## config.mk

```make
export PLATFORM = sky130hd
export DESIGN_NAME = capture_period_encoder_monitor_unit
export DESIGN_NICKNAME = d
export VERILOG_FILES = /design/src/hw/rtl/cpem_pkg.sv /design/src/hw/rtl/cpem_lane.sv /design/src/hw/rtl/capture_period_encoder_monitor_unit.sv
export SDC_FILE = /design/constraint.sdc
export NUM_CORES = 1
export LEC_CHECK = 0
export ABC_CLOCK_PERIOD_IN_PS = 6250
export BUFFER_PORTS_ARGS = -buffer_cell sky130_fd_sc_hd__buf_2
export CAP_MARGIN = 20
export CORE_ASPECT_RATIO = 0.9
export CORE_UTILIZATION = 30
export CTS_BUF_LIST = sky130_fd_sc_hd__clkbuf_16
export DETAILED_ROUTE_END_ITERATION = 7
export PLACE_DENSITY = 0.49
export SLEW_MARGIN = 0
export SYNTH_ARGS = -nofsm -noshare
export SYNTH_HDL_FRONTEND = slang
export SYNTH_SLANG_ARGS = --single-unit
```

## constraint.sdc

```tcl
create_clock -name clk -period 6.25 [get_ports clk]
set_clock_uncertainty 0.2 [all_clocks]
set_input_delay 0.3125 -clock clk [delete_from_list [all_inputs] [get_ports clk]]
set_output_delay 0.3125 -clock clk [all_outputs]
set_load 0.005 [all_outputs]
```

## src/hw/rtl/cpem_pkg.sv

```systemverilog
// Shared types and constants for the capture period encoder monitor.
// Holds the transaction payload structs, the lane control struct and register indexes.
// No dependencies.
package cpem_pkg;

  localparam int CHANNELS_DEF     = 2;
  localparam int TICKS_PER_MS_DEF = 4;

  localparam int STAMP_W    = 16;
  localparam int PERIOD_W   = 17;
  localparam int COUNT_W    = 32;
  localparam int TICK_W     = 32;
  localparam int TIMEOUT_W  = 8;
  localparam int TPM_W      = 16;
  localparam int LIMIT_W    = TIMEOUT_W + TPM_W;
  localparam int MASK_W     = 2;
  localparam int CFG_IDX_W  = 2;
  localparam int CFG_DATA_W = 8;

  localparam logic [CFG_IDX_W-1:0] REG_TIMEOUT_FIRST  = CFG_IDX_W'(0);
  localparam logic [CFG_IDX_W-1:0] REG_TIMEOUT_SECOND = CFG_IDX_W'(1);

  localparam logic OP_CAPTURE = 1'b0;
  localparam logic OP_UPDATE  = 1'b1;

  typedef struct packed {
    logic               operation;
    logic               channel;
    logic [STAMP_W-1:0] stamp;
    logic               forward;
    logic [TICK_W-1:0]  tick_now;
  } item_t;

  typedef struct packed {
    logic                       out_channel;
    logic [PERIOD_W-1:0]        period;
    logic signed [COUNT_W-1:0]  encoder_count;
    logic [MASK_W-1:0]          cleared_mask;
  } result_t;

  typedef struct packed {
    logic apply;
    logic capture;
    logic update;
    logic hit;
    logic forward;
  } lane_ctl_t;

endpackage

```

## src/hw/rtl/cpem_lane.sv

```systemverilog
// One capture channel: last stamp, period, elapsed ticks and encoder count.
// Computes the next state for a capture or an update sweep and commits it on apply.
// Depends on cpem_pkg.
module cpem_lane #(
  parameter int TICKS_PER_MS = cpem_pkg::TICKS_PER_MS_DEF
) (
  input  logic                              clk,
  input  logic                              rst,
  input  cpem_pkg::lane_ctl_t               ctl,
  input  logic [cpem_pkg::STAMP_W-1:0]      stamp,
  input  logic [cpem_pkg::TICK_W-1:0]       delta,
  input  logic [cpem_pkg::TIMEOUT_W-1:0]    timeout,
  output logic [cpem_pkg::PERIOD_W-1:0]     period_next,
  output logic [cpem_pkg::COUNT_W-1:0]      count_next,
  output logic                              fired
);
  import cpem_pkg::*;

  logic [STAMP_W-1:0]  last_stamp;
  logic [PERIOD_W-1:0] period;
  logic [TICK_W-1:0]   elapsed;
  logic [COUNT_W-1:0]  count;

  logic [STAMP_W-1:0]  diff;
  logic [PERIOD_W-1:0] cap_period;
  logic [TICK_W:0]     sum;
  logic [TICK_W-1:0]   sat;
  logic [LIMIT_W-1:0]  limit;
  logic [TICK_W-1:0]   elapsed_next;
  logic                do_capture;
  logic                do_update;

  assign do_capture = ctl.apply && ctl.capture && ctl.hit;
  assign do_update  = ctl.apply && ctl.update;

  assign diff       = stamp - last_stamp;
  assign cap_period = (diff == '0) ? {1'b1, {STAMP_W{1'b0}}} : {1'b0, diff};

  assign sum   = {1'b0, elapsed} + {1'b0, delta};
  assign sat   = sum[TICK_W] ? {TICK_W{1'b1}} : sum[TICK_W-1:0];
  assign limit = LIMIT_W'(timeout) * LIMIT_W'(TPM_W'(TICKS_PER_MS));
  assign fired = ctl.update && (TICK_W'(limit) < sat);

  always_comb begin
    period_next  = period;
    count_next   = count;
    elapsed_next = elapsed;
    if (do_capture) begin
      period_next  = cap_period;
      elapsed_next = '0;
      count_next   = ctl.forward ? count + COUNT_W'(1) : count - COUNT_W'(1);
    end else if (do_update) begin
      period_next  = fired ? '0 : period;
      elapsed_next = fired ? '0 : sat;
    end
  end

  always_ff @(posedge clk) begin
    if (rst) begin
      last_stamp <= '0;
      period     <= '0;
      elapsed    <= '0;
      count      <= '0;
    end else begin
      if (do_capture) begin
        last_stamp <= stamp;
      end
      period  <= period_next;
      elapsed <= elapsed_next;
      count   <= count_next;
    end
  end

endmodule

```

## src/hw/rtl/capture_period_encoder_monitor_unit.sv

```systemverilog
// Top level of the capture period encoder monitor.
// Holds the input register, timeout registers, channel lanes and the result register.
// Depends on cpem_pkg and cpem_lane.
//
// Takes one transaction per clock while no stalled result holds the input register,
// and returns one result per transaction, passed through the input register, then the
// result register. A capture updates the addressed channel's period, stamp and encoder
// count; an update sweeps all channels at once, each lane with its own adder and
// timeout compare. Channel state commits when a transaction moves from the input
// register into the result register, so a stalled result holds the input register
// but never reorders state updates. Only channels 0 and 1 have timeout registers and
// appear in cleared_mask, the others use a timeout of zero.
module capture_period_encoder_monitor_unit #(
  parameter int CHANNELS     = cpem_pkg::CHANNELS_DEF,
  parameter int TICKS_PER_MS = cpem_pkg::TICKS_PER_MS_DEF
) (
  input  logic                              clk,
  input  logic                              rst,
  input  logic                              item_valid,
  output logic                              item_ready,
  input  cpem_pkg::item_t                   item,
  output logic                              result_valid,
  input  logic                              result_ready,
  output cpem_pkg::result_t                 result,
  input  logic                              cfg_valid,
  output logic                              cfg_ready,
  input  logic [cpem_pkg::CFG_IDX_W-1:0]    cfg_index,
  input  logic [cpem_pkg::CFG_DATA_W-1:0]   cfg_data
);
  import cpem_pkg::*;

  logic                 stage_valid;
  item_t                stage;
  logic                 advance;
  result_t              result_next;

  logic [TIMEOUT_W-1:0] timeout_first;
  logic [TIMEOUT_W-1:0] timeout_second;
  logic [TICK_W-1:0]    last_tick;
  logic [TICK_W-1:0]    delta;

  logic [PERIOD_W-1:0]  lane_period [CHANNELS];
  logic [COUNT_W-1:0]   lane_count  [CHANNELS];
  logic [CHANNELS-1:0]  lane_fired;

  logic [PERIOD_W-1:0]  period_rd [MASK_W];
  logic [COUNT_W-1:0]   count_rd  [MASK_W];
  logic [MASK_W-1:0]    mask;

  assign advance    = stage_valid && (!result_valid || result_ready);
  assign item_ready = !stage_valid || advance;
  assign cfg_ready  = 1'b1;
  assign delta      = stage.tick_now - last_tick;

  always_ff @(posedge clk) begin
    if (rst) begin
      timeout_first  <= '0;
      timeout_second <= '0;
    end else if (cfg_valid && cfg_ready) begin
      unique case (cfg_index)
        REG_TIMEOUT_FIRST:  timeout_first  <= cfg_data;
        REG_TIMEOUT_SECOND: timeout_second <= cfg_data;
        default: ;
      endcase
    end
  end

  for (genvar i = 0; i < CHANNELS; i++) begin : g_lane
    lane_ctl_t            ctl;
    logic [TIMEOUT_W-1:0] lane_timeout;

    if (i == 0) begin : g_first
      assign lane_timeout = timeout_first;
    end else if (i == 1) begin : g_second
      assign lane_timeout = timeout_second;
    end else begin : g_none
      assign lane_timeout = '0;
    end

    assign ctl.apply   = advance;
    assign ctl.capture = (stage.operation == OP_CAPTURE);
    assign ctl.update  = (stage.operation == OP_UPDATE);
    assign ctl.hit     = (int'(stage.channel) == i);
    assign ctl.forward = stage.forward;

    cpem_lane #(
      .TICKS_PER_MS(TICKS_PER_MS)
    ) u_lane (
      .clk        (clk),
      .rst        (rst),
      .ctl        (ctl),
      .stamp      (stage.stamp),
      .delta      (delta),
      .timeout    (lane_timeout),
      .period_next(lane_period[i]),
      .count_next (lane_count[i]),
      .fired      (lane_fired[i])
    );
  end

  for (genvar j = 0; j < MASK_W; j++) begin : g_rd
    if (j < CHANNELS) begin : g_live
      assign period_rd[j] = lane_period[j];
      assign count_rd[j]  = lane_count[j];
      assign mask[j]      = lane_fired[j];
    end else begin : g_absent
      assign period_rd[j] = '0;
      assign count_rd[j]  = '0;
      assign mask[j]      = 1'b0;
    end
  end

  always_comb begin
    result_next.out_channel   = stage.channel;
    result_next.period        = period_rd[stage.channel];
    result_next.encoder_count = count_rd[stage.channel];
    result_next.cleared_mask  = (stage.operation == OP_UPDATE) ? mask : '0;
  end

  always_ff @(posedge clk) begin
    if (rst) begin
      stage_valid  <= 1'b0;
      result_valid <= 1'b0;
      last_tick    <= '0;
    end else begin
      if (item_ready) begin
        stage_valid <= item_valid;
      end
      if (advance) begin
        result_valid <= 1'b1;
      end else if (result_ready) begin
        result_valid <= 1'b0;
      end
      if (advance && stage.operation == OP_UPDATE) begin
        last_tick <= stage.tick_now;
      end
    end
  end

  always_ff @(posedge clk) begin
    if (item_valid && item_ready) begin
      stage <= item;
    end
    if (advance) begin
      result <= result_next;
    end
  end

  a_capture_period_nonzero: assert property (@(posedge clk) disable iff (rst)
    (advance && stage.operation == OP_CAPTURE && int'(stage.channel) < CHANNELS)
    |=> (result.period != '0))
    else $error("capture on a live channel reported a zero period");

  a_ready_only_on_stall: assert property (@(posedge clk) disable iff (rst)
    !item_ready |-> (stage_valid && result_valid && !result_ready))
    else $error("input stalled without a held result");

  a_cleared_reports_zero: assert property (@(posedge clk) disable iff (rst)
    (result_valid && result.cleared_mask[result.out_channel]) |-> (result.period == '0))
    else $error("timed-out channel reported a nonzero period");

endmodule

```

==> results.yml, run 1 <==
detailed_routing:
  num_vias: 21100
  wl_met3_mm: 3.47
  drcViolationCount: 0
  routed_wl_mm: 74.1
  met2_wirelength_mm: 32.0
  wire_per_inst_um: 17.8
  via_per_inst: 5.06
  first_pass_iters: 5
  drtIter0Drc: 1194
  highest_layer: "met4"
  drtAntennaViolNets: 0
  met1_length_mm: 37.0
timing:
  period_minus_slack_ns: 6.70
  fin_hold_ws_ns: 0.00115
  period_share_pct: 107
  drv_slew: 0
  fmaxAchievable_mhz: 149
  finalSetupViolations: 90
  layout_setup_ws_ns: -0.449
  tightest_slew_ns: 1.09
  maxSlewHeadroom_pct: 27.0
  grt_setup_unrepaired: "true"
  hold_viol_final: 0
floorplanning:
  fp.dieW_um: 292
  dieHeight_um: 263
  io_pins: 121
  placementRows: 95
  start_util_pct: 30.3
  die_area_sq_um: 76700
  core_area_sq_um: 74800
critical_path:
  end_kind: "register"
  cpMaxStageDelayCell: "edfxtp_1"
  start_kind: "register"
  path_max_fanout: 6
  crit_arrival_ns: 6.89
  path_common_cell: "buf_4"
  path_delay_family: "compound AO/OA/AOI/OAI gates"
  cp.required_ns: 6.45
  path_depth: 36
  cpPeakStageDelay_ns: 0.39
  reg2reg_depth: 36
  critPathKind: "reg2reg"
  path_buf_inv: 9
power_and_ir_drop:
  power_mw: 6.83
  power_density_nw_per_um2: 228
  power.leakage_nw: 12.5
  irDropWorstVdd_mv: 0.190
synthesis:
  synth-seq-area-share_pct: 35.2
  syn_area_per_cell_sq_um: 8.51
  synthTopCellsByArea: "dfxtp_1, edfxtp_1, ha_1"
  syn_nets: 2937
  syn-cell-area_sq_um: 22700
  yosysMostFrequentCell: "nand2_1"
  synth_cell_types: 85
  ys_warn_count: 0
  synth_commonest_cells: "nand2_1, a21oi_1, dfxtp_1"
  synth_seq_cells: 347
  async_reset_ff_share_pct: 0
  synth_cells: 2663
  netlist.area_leader.share_pct: 21.5
  synth_largest_area_cell: "dfxtp_1"
  synth_edf_count: 103
  synthFlopType: "dfxtp_1"
clocking:
  h-tree-depth: 2
  numCtsBuffers: 43
  clockBufferDepth: 3
  root_buffer: "clkbuf_16"
  cts_tree: "built"
  cts_sinks: 347
  path_clk_slew_ns: 0.07
  clk_latency_ns: 0.60
placement:
  hpwl_mm: 53.9
  place_inst: 3972
  place_congestion: 0.881
  dpl-instance-area_sq_um: 26600
  portBuffers: 119
hold_path:
  hold_depth: 2
  worstHoldPathType: "in2reg"
outcome:
  violations: "setup timing"
  status: "finished with violations"
global_route:
  grt_overflow_total: 0
  grt_pass1_vias: 20700
  grt_pass1_wl_mm: 115
  grt_max_degree: 82
  track_usage_pct: 18.7
  antenna_found_initial: 2
layout:
  final_layout_size_suffix_gt1_share_pct: 24.5
  antennaDiodeCount: 0
  fin_cells: 4165
  nets: 3434
  final_util_pct: 40.1
  design_area_sq_um: 30000
  syn_to_final_growth_pct: 32.3
job:
  maxCapViolations: 0
## sequential cells by signal, summed over array words and instances (netlist names)
name	flops
g_lane.u_lane.count	64
stage	48
g_lane.u_lane.elapsed	64
g_lane.u_lane.period	34
stage_valid	1
last_tick	32
g_lane.ctl	3
g_lane.lane_timeout	16
g_lane.u_lane.last_stamp	32
result	52
result_valid	1
## report_power, final
| group | leakage [nW] | switching [mW] | internal [mW] |
|---|---|---|---|
| clock | 0.687 | 1.10 | 1.36 |
| sequential | 2.97 | 0.0590 | 2.41 |
| combinational | 8.82 | 1.04 | 0.869 |
## repair_timing
| item | in CTS | in global routing |
|---|---|---|
| setup buffers | 26 | 16 |
| pin swaps | 103 | 42 |
| cloned | 5 | 1 |
| hold endpoints to repair | 69 | 0 |
| hold buffers | 68 | 0 |
| gates resized for setup | 133 | 84 |
| setup endpoints to repair | 90 | 90 |
## through the flow
stage | setup WS, ns | TNS, ns
4_1_cts | -0.538 | -37.91
6_report | -0.449 | -29.76
3_5_place_dp | -1.08 | -82.08
2_1_floorplan | 0.00388 | 0
3_3_place_gp | -1.07 | -74.04
5_1_grt | -0.790 | -59.71
## cell families (layout without fill, tap and decap cells)
kind of cell | Yosys count | count (layout) | share of synthesized area (%)
other | 1 | 1 | 0.0165
AND/OR/NAND/NOR | 860 | 861 | 17.7
buffers and inverters | 256 | 787 | 4.41
adder cells (fa/ha/maj) | 208 | 208 | 11.7
XOR/XNOR | 152 | 152 | 5.87
AO/OA/AOI/OAI | 781 | 781 | 22.0
multiplexers | 58 | 58 | 3.09
flip-flops | 347 | 347 | 35.2
## routing by layer
metal,global-route usage (%),vias to the layer above
met1,27.0,10000
met5,0,-
li1,-,10600
met2,28.8,429
met3,2.99,93
met4,4.65,0
## worst reg2reg max path: cells and delay by family (launching register included)
family                     cells  cell delay (ns)
buffers and inverters          9             1.23
DFF                            1             0.39
xor gates and xnor gates       1             0.11
adders and majority gates      4             1.23
and+or+nand+nor                9             1.32
AOI/OAI and AO/OA             13             2.03
## cell usage in the layout, fill, tap and decap left out, drive strengths merged, types with 39 or more instances in the layout
cell and count:
and3 48, dfxtp 244, dlygate4sd3 68, ha 201, nand2 337, nor3 60, xor2 51, a21oi 287
buf 491, inv 158, a211oi 44, edfxtp 103, a21o 63, o21ai 148, nor2 223, clkbuf 45
xnor2 101, mux2i 44, nand3 39
## area by class of cell
class / count / area, sq um
clock buffers: 43 / 1080
clock inverters: 37 / 279
fillers: 7500 / 44800
inverters: 146 / 548
multi-input cells: 2061 / 14700
flip-flops and latches: 347 / 7980
well taps: 970 / 1210
repair buffers: 561 / 4240
## worst paths after layout
check / slack [ns] / end / start
setup / recovery: -0.45 / result[37] / stage[0]
hold / removal: 0.001 / g_lane[1].lane_timeout[6] / rst
setup reg to reg: -0.45 / result[37] / stage[0]
hold reg to reg: 0.25 / g_lane[0].u_lane.last_stamp[12] / g_lane[0].u_lane.last_stamp[12]
No activity file was read; power rests on OpenSTA's default activity.
==> inputs of run 2 (changes only) <==
- CORE_MARGIN: unset -> 3
- SKIP_CTS_REPAIR_TIMING: unset -> 1
==> run 2 against run 1 <==
Net effect:
- the run ends with hold timing, setup timing left
- fmax shrank 2.6%
- utilization grew 0.47 points
- via count grew 0.58%
- global-route usage shrank 0.95 points
- final cell count shrank 0.29%
- critical path depth shrank 1
- total power grew 1.8%
- worst hold slack lost 0.042 ns
- register-to-register slack lost 0.18 ns
- first-iteration DRC count grew 12%
- sequential share of layout area is essentially flat
- non-clock buffer count shrank 5
- largest cell class unchanged
==> results.yml, run 2 (same netlist as run 1, synthesis figures left out) <==
critical_path:
  critPathKind: "reg2reg"
  path_common_cell: "o21ai_2"
  cp.required_ns: 6.54
  cpMaxStageDelayCell: "fa_2"
  path_max_fanout: 7
  cpPeakStageDelay_ns: 0.39
  start_kind: "register"
  crit_arrival_ns: 7.16
  end_kind: "register"
clocking:
  clockBufferDepth: 3
  clk_latency_ns: 0.60
  cts_tree: "built"
  cts_sinks: 347
  root_buffer: "clkbuf_16"
  path_clk_slew_ns: 0.06
  h-tree-depth: 2
  numCtsBuffers: 44
detailed_routing:
  routed_wl_mm: 73.8
  met2_wirelength_mm: 32.0
  wire_per_inst_um: 17.8
  wl_met3_mm: 3.69
  drtIter0Drc: 1333
  met1_length_mm: 36.9
  highest_layer: "met4"
  drcViolationCount: 0
  num_vias: 21200
  drtAntennaViolNets: 0
  first_pass_iters: 5
  via_per_inst: 5.11
timing:
  grt_setup_unrepaired: "true"
  fmaxAchievable_mhz: 145
  finalSetupViolations: 90
  drv_slew: 0
  hold_viol_final: 2
  period_minus_slack_ns: 6.87
  maxSlewHeadroom_pct: 27.2
  period_share_pct: 110
  layout_setup_ws_ns: -0.624
  tightest_slew_ns: 1.09
  fin_hold_ws_ns: -0.0410
outcome:
  violations: "hold timing, setup timing"
  status: "finished with violations"
placement:
  portBuffers: 119
  dpl-instance-area_sq_um: 26800
  dp_slack_ns: -1.04
  place_congestion: 0.866
  hpwl_mm: 54.4
floorplanning:
  fp.dieW_um: 296
  die_area_sq_um: 78900
  io_pins: 121
  core_area_sq_um: 74000
  start_util_pct: 30.6
  dieHeight_um: 267
  placementRows: 94
layout:
  reg.largest.list: "g_lane.u_lane.count: 64 flops, g_lane.u_lane.elapsed: 64 flops, result: 52 flops"
  nets: 3429
  nFillCells: 7351
  seqCellArea_sq_um: 7980
  design_area_sq_um: 30000
  mostFrequentLayoutCell: "buf_4"
  final_cell_mix: "buf_4, nand2_1, a21oi_1"
  multiInputGateArea_sq_um: 14500
  final_layout_size_suffix_gt1_share_pct: 24.1
  syn_to_final_growth_pct: 32.5
power_and_ir_drop:
  power.leakage_nw: 12.5
  power_density_nw_per_um2: 232
  irDropWorstVdd_mv: 0.198
global_route:
  track_usage_pct: 17.8
  grt_pass1_wl_mm: 112
  grt_max_degree: 70
  grt_pass1_vias: 20200
  antenna_found_initial: 2
  grt_overflow_total: 0
hold_path:
  worstHoldPathType: "in2reg"
job:
  maxCapViolations: 0
-- run 2: cell count changes in the layout (fill, tap and decap cells not counted), moves of 4 or more --
| cell | change |
|---|---|
| dlygate4sd3_1 | -6 |
| inv_1 | +5 |
| bufinv_16 | +4 |
| o21ai_0 | +4 |
| a21oi_2 | -5 |
| clkbuf_16 | +4 |
| nor2_1 | -4 |
| a21oi_1 | +6 |
| ha_4 | -4 |
| buf_4 | -4 |
-- run 2: worst paths after layout --
kind / start / to / slack [ns] / cells after the start
worst max-delay path: stage[0] / g_lane[0].u_lane.elapsed[5] / -0.62 / 35
worst min-delay path: rst / g_lane[1].lane_timeout[6] / -0.04 / 2
worst max register to register: stage[0] / g_lane[0].u_lane.elapsed[5] / -0.62 / 35
worst min register to register: g_lane[0].u_lane.last_stamp[7] / g_lane[0].u_lane.last_stamp[7] / 0.25 / 2
-- run 2: through the flow --
step           total power, mW  cells  utilization, %  setup TNS (ns)
3_3_place_gp              4.21   3974            36.2          -72.46
5_1_grt                   7.30   4150            40.6          -78.07
3_5_place_dp              4.22   3975            36.2          -80.97
2_1_floorplan             3.49   2663               -               0
6_report                  6.95   4153            40.6          -47.61
4_1_cts                   6.87   4056            38.2          -85.67
-- run 2: layout make-up --
cell class,instances,share of cell area [%]
antenna,3,0.0250
clock buffer,44,3.67
sequential,347,26.6
inverter,146,1.83
timing repair buffer,556,14.3
multi-input combinational,2060,48.4
tap,960,4.00
clock inverter,37,1.23
-- run 2: routing by layer --
layer	GRT usage, %	up-vias
met5	0	-
met4	3.26	0
met3	2.65	75
met2	27.6	460
met1	26.2	10100
li1	-	10600
-- run 2: where the power goes --
group | switching [mW] | internal, mW
Combinational | 1.02 | 0.860
Clock | 1.06 | 1.54
Sequential | 0.0592 | 2.41
-- run 2: worst max-delay path: cells and delay by family (launching register included) --
| kind | cells | cell delay (ns) |
|---|---|---|
| adder cells (fa/ha/maj) | 4 | 1.21 |
| buffers and inverters | 7 | 1.02 |
| XOR/XNOR | 1 | 0.10 |
| AND/OR/NAND/NOR | 10 | 1.69 |
| flip-flops | 1 | 0.38 |
| AO/OA/AOI/OAI | 13 | 2.16 |
